<file path="config.mk">
export PLATFORM = sky130hd
export DESIGN_NAME = lruc_ctrl
export DESIGN_NICKNAME = d
export VERILOG_FILES = /design/src/lruc_pkg.sv /design/src/lruc_ctrl.sv
export SDC_FILE = /design/constraint.sdc
export NUM_CORES = 1
export LEC_CHECK = 0
export BUFFER_PORTS_ARGS = -buffer_cell sky130_fd_sc_hd__buf_2
export CAP_MARGIN = 20
export CORE_AREA = 5 5 42 44
export CTS_CLUSTER_SIZE = 25
export DETAILED_ROUTE_END_ITERATION = 7
export DIE_AREA = 0 0 47 49
export GPL_TIMING_DRIVEN = 0
export REMOVE_ABC_BUFFERS = 1
export SLEW_MARGIN = 20
export SYNTH_ARGS = -nofsm -noshare
export SYNTH_HDL_FRONTEND = slang
export SYNTH_SLANG_ARGS = --single-unit
export TNS_END_PERCENT = 20
</file>
<file path="constraint.sdc">
create_clock -name clk -period 2.65 [get_ports clk]
set_input_delay 0.53 -clock clk [delete_from_list [all_inputs] [get_ports clk]]
set_output_delay 0.53 -clock clk [all_outputs]
set_load 0.1 [all_outputs]
</file>
<file path="src/lruc_pkg.sv">
// Shared constants, codes and control types for the sized LRU cache with locks.
package lruc_pkg;

  localparam int ENTRIES_DEF   = 256;
  localparam int SIZE_BITS_DEF = 20;

  localparam int ENTRY_W  = 8;
  localparam int BYTES_W  = 20;
  localparam int TOTAL_W  = 28;
  localparam int CNT_W    = 16;
  localparam int EVC_W    = 9;
  localparam int STATUS_W = 2;
  localparam int ERR_W    = 2;

  localparam logic [STATUS_W-1:0] ST_NONE   = 2'd0;
  localparam logic [STATUS_W-1:0] ST_ALLOC  = 2'd1;
  localparam logic [STATUS_W-1:0] ST_QUEUED = 2'd2;
  localparam logic [STATUS_W-1:0] ST_LOCKED = 2'd3;

  localparam logic [ERR_W-1:0] ERR_NONE     = 2'd0;
  localparam logic [ERR_W-1:0] ERR_ABSENT   = 2'd1;
  localparam logic [ERR_W-1:0] ERR_UNLOCKED = 2'd2;

  localparam logic KIND_FIND   = 1'b0;
  localparam logic KIND_UNLOCK = 1'b1;

  localparam logic [CNT_W-1:0] LOCK_MAX = '1;

  typedef struct packed {
    logic clear;
    logic accept;
    logic stage1;
    logic stage2;
    logic ev_apply;
    logic emit;
  } lruc_cmd_t;

  typedef struct packed {
    logic clr_last;
    logic ev_need;
    logic err;
    logic out_free;
  } lruc_sts_t;

endpackage

</file>
<file path="src/lruc_ctrl.sv">
// Controller state machine sequencing clear, lookup, update and eviction steps.
module lruc_ctrl (
  input  logic               clk,
  input  logic               rst_n,
  input  logic               in_valid,
  output logic               in_ready,
  input  lruc_pkg::lruc_sts_t sts,
  output lruc_pkg::lruc_cmd_t cmd
);
  import lruc_pkg::*;

  localparam logic [2:0] S_CLEAR = 3'd0;
  localparam logic [2:0] S_IDLE  = 3'd1;
  localparam logic [2:0] S_RD    = 3'd2;
  localparam logic [2:0] S_UPD   = 3'd3;
  localparam logic [2:0] S_EVCHK = 3'd4;
  localparam logic [2:0] S_EVRD  = 3'd5;
  localparam logic [2:0] S_DONE  = 3'd6;

  logic [2:0] state_r, state_nxt;

  always_comb begin
    state_nxt = state_r;
    cmd       = '0;
    in_ready  = 1'b0;
    case (state_r)
      S_CLEAR: begin
        cmd.clear = 1'b1;
        if (sts.clr_last) state_nxt = S_IDLE;
      end
      S_IDLE: begin
        in_ready = 1'b1;
        if (in_valid) begin
          cmd.accept = 1'b1;
          state_nxt  = S_RD;
        end
      end
      S_RD: begin
        cmd.stage1 = 1'b1;
        state_nxt  = S_UPD;
      end
      S_UPD: begin
        cmd.stage2 = 1'b1;
        state_nxt  = sts.err ? S_DONE : S_EVCHK;
      end
      S_EVCHK: begin
        state_nxt = sts.ev_need ? S_EVRD : S_DONE;
      end
      S_EVRD: begin
        cmd.ev_apply = 1'b1;
        state_nxt    = S_EVCHK;
      end
      S_DONE: begin
        if (sts.out_free) begin
          cmd.emit  = 1'b1;
          state_nxt = S_IDLE;
        end
      end
      default: state_nxt = S_CLEAR;
    endcase
  end

  always_ff @(posedge clk) begin
    if (!rst_n) begin
      state_r <= S_CLEAR;
    end else begin
      state_r <= state_nxt;
    end
  end
endmodule

</file>
-- Word-level counts from Yosys, hierarchy flattened
Cells that the tools add are included.
- reductions and logical operators: 2
- multiplexer cells: 15
- equality and inequality tests: 9
- operator list (cell ; number):
    $pmux 3 s7 ; 1
    $eq 3x3->1 const B ; 3
    $mux 1 ; 9
    $mux 3 ; 3
    $eq 3x2->1 const B ; 2
    $ne 2x2->1 const B ; 3
    $mux 2 ; 2
    $eq 3x1->1 const B ; 1
    $logic_not 3->1 ; 1
    $reduce_and 3->1 ; 1
- input port bits: 7
- logic and storage cells: 27
- register bits after elaboration: 3
- output and inout port bits: 7

-- Logic depth before layout (Yosys ltp)
- depth after elaboration: 3
- gate-level depth with buffers: 4
- depth with buffers taken out: 3

-- Worst setup path before layout
OpenSTA, ideal clock, no wires.
- path type: input-to-output
- from: in sts[0] (netlist name)
- to: out cmd[0] (netlist name)
- setup slack: -0.480 ns
- path buffers: 0
- data required time: 2.120 ns
- stages: 2
- arrival: 2.600 ns
- cell sequence: nand2_1 > nor3_1
- RTL lines (element ; RTL line ; RTL):
    start: declaration ; lruc_ctrl.sv:7 ; input lruc_pkg::lruc_sts_t sts,
    end: declaration ; lruc_ctrl.sv:8 ; output lruc_pkg::lruc_cmd_t cmd

-- Final worst setup path
- from: reg state_r[0]
- to: out in_ready
- cells in the longest elaborated chain, start to end: 2
- ends and longest elaborated chain (element ; RTL line ; RTL):
    start: declaration ; lruc_ctrl.sv:20 ; logic [2:0] state_r, state_nxt;
    start signal: assignment ; lruc_ctrl.sv:67 ; state_r <= state_nxt;
    $eq 3x1->1 ; lruc_ctrl.sv:26 ; case (state_r)
    $mux 1 ; lruc_ctrl.sv:26 ;
    end: declaration ; lruc_ctrl.sv:6 ; output logic in_ready,
No other way between the ends.

==> run metrics <==
r2r setup slk 1380 ps; Initial Util 0.1482; layout cell share with drive strength beyond 1 0.4186; Chip Height 49 µm; Routed Antenna Nets 0; Reg2Reg Launch Point state_r[1]; initial antenna violation count 0; total track usage 0.04930; register area share after synthesis 0.2892; synth top area cells dfxtp_1 (29%), nor3_1 (9.6%), and3_1 (9.0%); Resized cells post-CTS 0; Nets 51; commonest non-fill, non-tap cells in the layout buf_2 (13), nor3_1 (4), nor2_1 (4); Final min period 1985 ps; vias 242; TritonCTS clock tree yes; mean post-synth cell area 7.418 µm²; final hold vios 0; Clock Skew 1.306 ps; CP Buf/Inv Count 2; via/cell ratio 4.102; Crit Path Class register to output port; RSZ-0062 raised after global routing no; worst rel slew slack 0.6777; routed length per instance 9.576 µm; Tightest Hold Check Type input port to register; most common cell after layout, fill and taps aside buf_2; Worst Hold End state_r[2]; CTS Sinks 3; GR Overflow Total 0; Max Buffers Root-to-Sink 2; PwrDens 991.4 nW/µm²; Crit. Startpoint state_r[0]; drt pass-1 iters 2; antenna cells 0; die area 2303 µm²; synth unique cells 14; Core ar. 1401 µm²; Req. time, crit path 2120 ps; vias in the first global route 211; Synth top area share 0.2892; CP arrival 1450 ps; Reg2Reg Depth 3; Port Buffers 13; Leak 0.1592 nW; Worst Min Path Start rst_n; fin crit share 0.7489; clock buffer count from CTS 3; fmax 0.5039 GHz; Worst-Skew Late Latency 230 ps; I/O Pins 14; DRT iter0 DRCs 1; crit-path max FO 9; largest reg by FF count state_r; first-pass GRT wire length 779 µm; status finished clean; maximum vdd drop 0.0002075 V; Worst-path clk slew 40 ps; CP Launch Type register; drt drc 0; cell family with most CP delay buffers and inverters; H-tree depth 1; Mapped Cells 28; final hold slack 542.6 ps; most area-hungry cell type in the Yosys netlist dfxtp_1; DIE WIDTH 47 µm; Hold Path Stages 2; Netlist Area Pre-Place 207.7 µm²; clk root buf clkbuf_4; crit path cell chain inv_1 -> nor3_1 -> buf_2; max reg flops 3; Post-Route WL 565 µm; max cap viols 0; Detailed Place HPWL 449.4 µm; Worst Tran Pin Value 486.7 ps; #FFs+latches synth 3; Setup Buffers After CTS 0; Worst path max stage delay 470 ps; row cnt 14; worst flop-to-flop path endpoint state_r[0]; Tot Pwr 0.3064 mW; # setup viols final 0; Ys Warns 0; synthesis-to-layout area growth 48.80%; gp weighted congestion 0.7328; max-slew violation count 0; Critical Path Slowest Stage Cell dfxtp_1; crit path capture type output port; largest net degree at the start of global routing 13; top flop regs state_r (3); Post-CTS Hold Fix Bufs 0
==> worst max-delay path by stage <==
| stage | slack, ps | endpoint | cells after the start |
|---|---|---|---|
| floorplan | -490 | cmd[0] | 2 |
| global placement | 880 | cmd[0] | 4 |
| detailed placement | 870 | cmd[0] | 4 |
| CTS | 660 | cmd[1] | 3 |
| global route | 560 | in_ready | 3 |
| finish | 670 | in_ready | 3 |
==> report_power, final <==
group	internal [mW]	switching, mW
sequential	0.0524	0.0154
clock	0.0563	0.0217
combinational	0.0319	0.129
==> routing by layer <==
layer / up-vias / global-route usage / share of wire
met4: 0 / 0.04147 / 0
met3: 0 / 0.02214 / 0.12
li1: 129 / - / -
met2: 8 / 0.07240 / 0.49
met1: 105 / 0.05055 / 0.39
met5: - / 0 / 0
==> layout make-up <==
class,instances,area (µm²)
fillers,165,1092
multi-input cells,21,130.1
repair buffers,13,65.06
flip-flops and latches,3,60.06
clock buffers,4,26.28
well taps,16,20.02
inverters,2,7.507
==> stage by stage <==
step           setup TNS [ps]  cell area [µm²]  std cells  setup WS (ps)    util
6_report                    0            309.0         59          665.4  0.2205
4_1_cts                     0            309.0         59          664.0  0.2205
3_5_place_dp                0            282.8         55          874.4  0.2018
2_1_floorplan           -1751            197.7         26         -488.3       -
3_3_place_gp                0            282.8         55          875.8  0.2018
5_1_grt                     0            309.0         59          560.8  0.2205
==> kinds of logic (layout without fill, tap and decap cells) <==
group,Yosys count,after routing,share of synthesized area
mux,1,1,0.05421
compound gates,6,6,0.2229
flops,3,3,0.2892
buf+inv,4,19,0.08435
simple gates,14,14,0.3494
==> Yosys cell counts (all sizes together) <==
cell,n
o41ai,1
dfxtp,3
inv,2
o311a,1
nor3,4
nor2,4
buf,2
and3,4
mux2,1
a22oi,1
nand2,2
o21ai,1
o21a,2
Power figures use the tool's default switching activity.
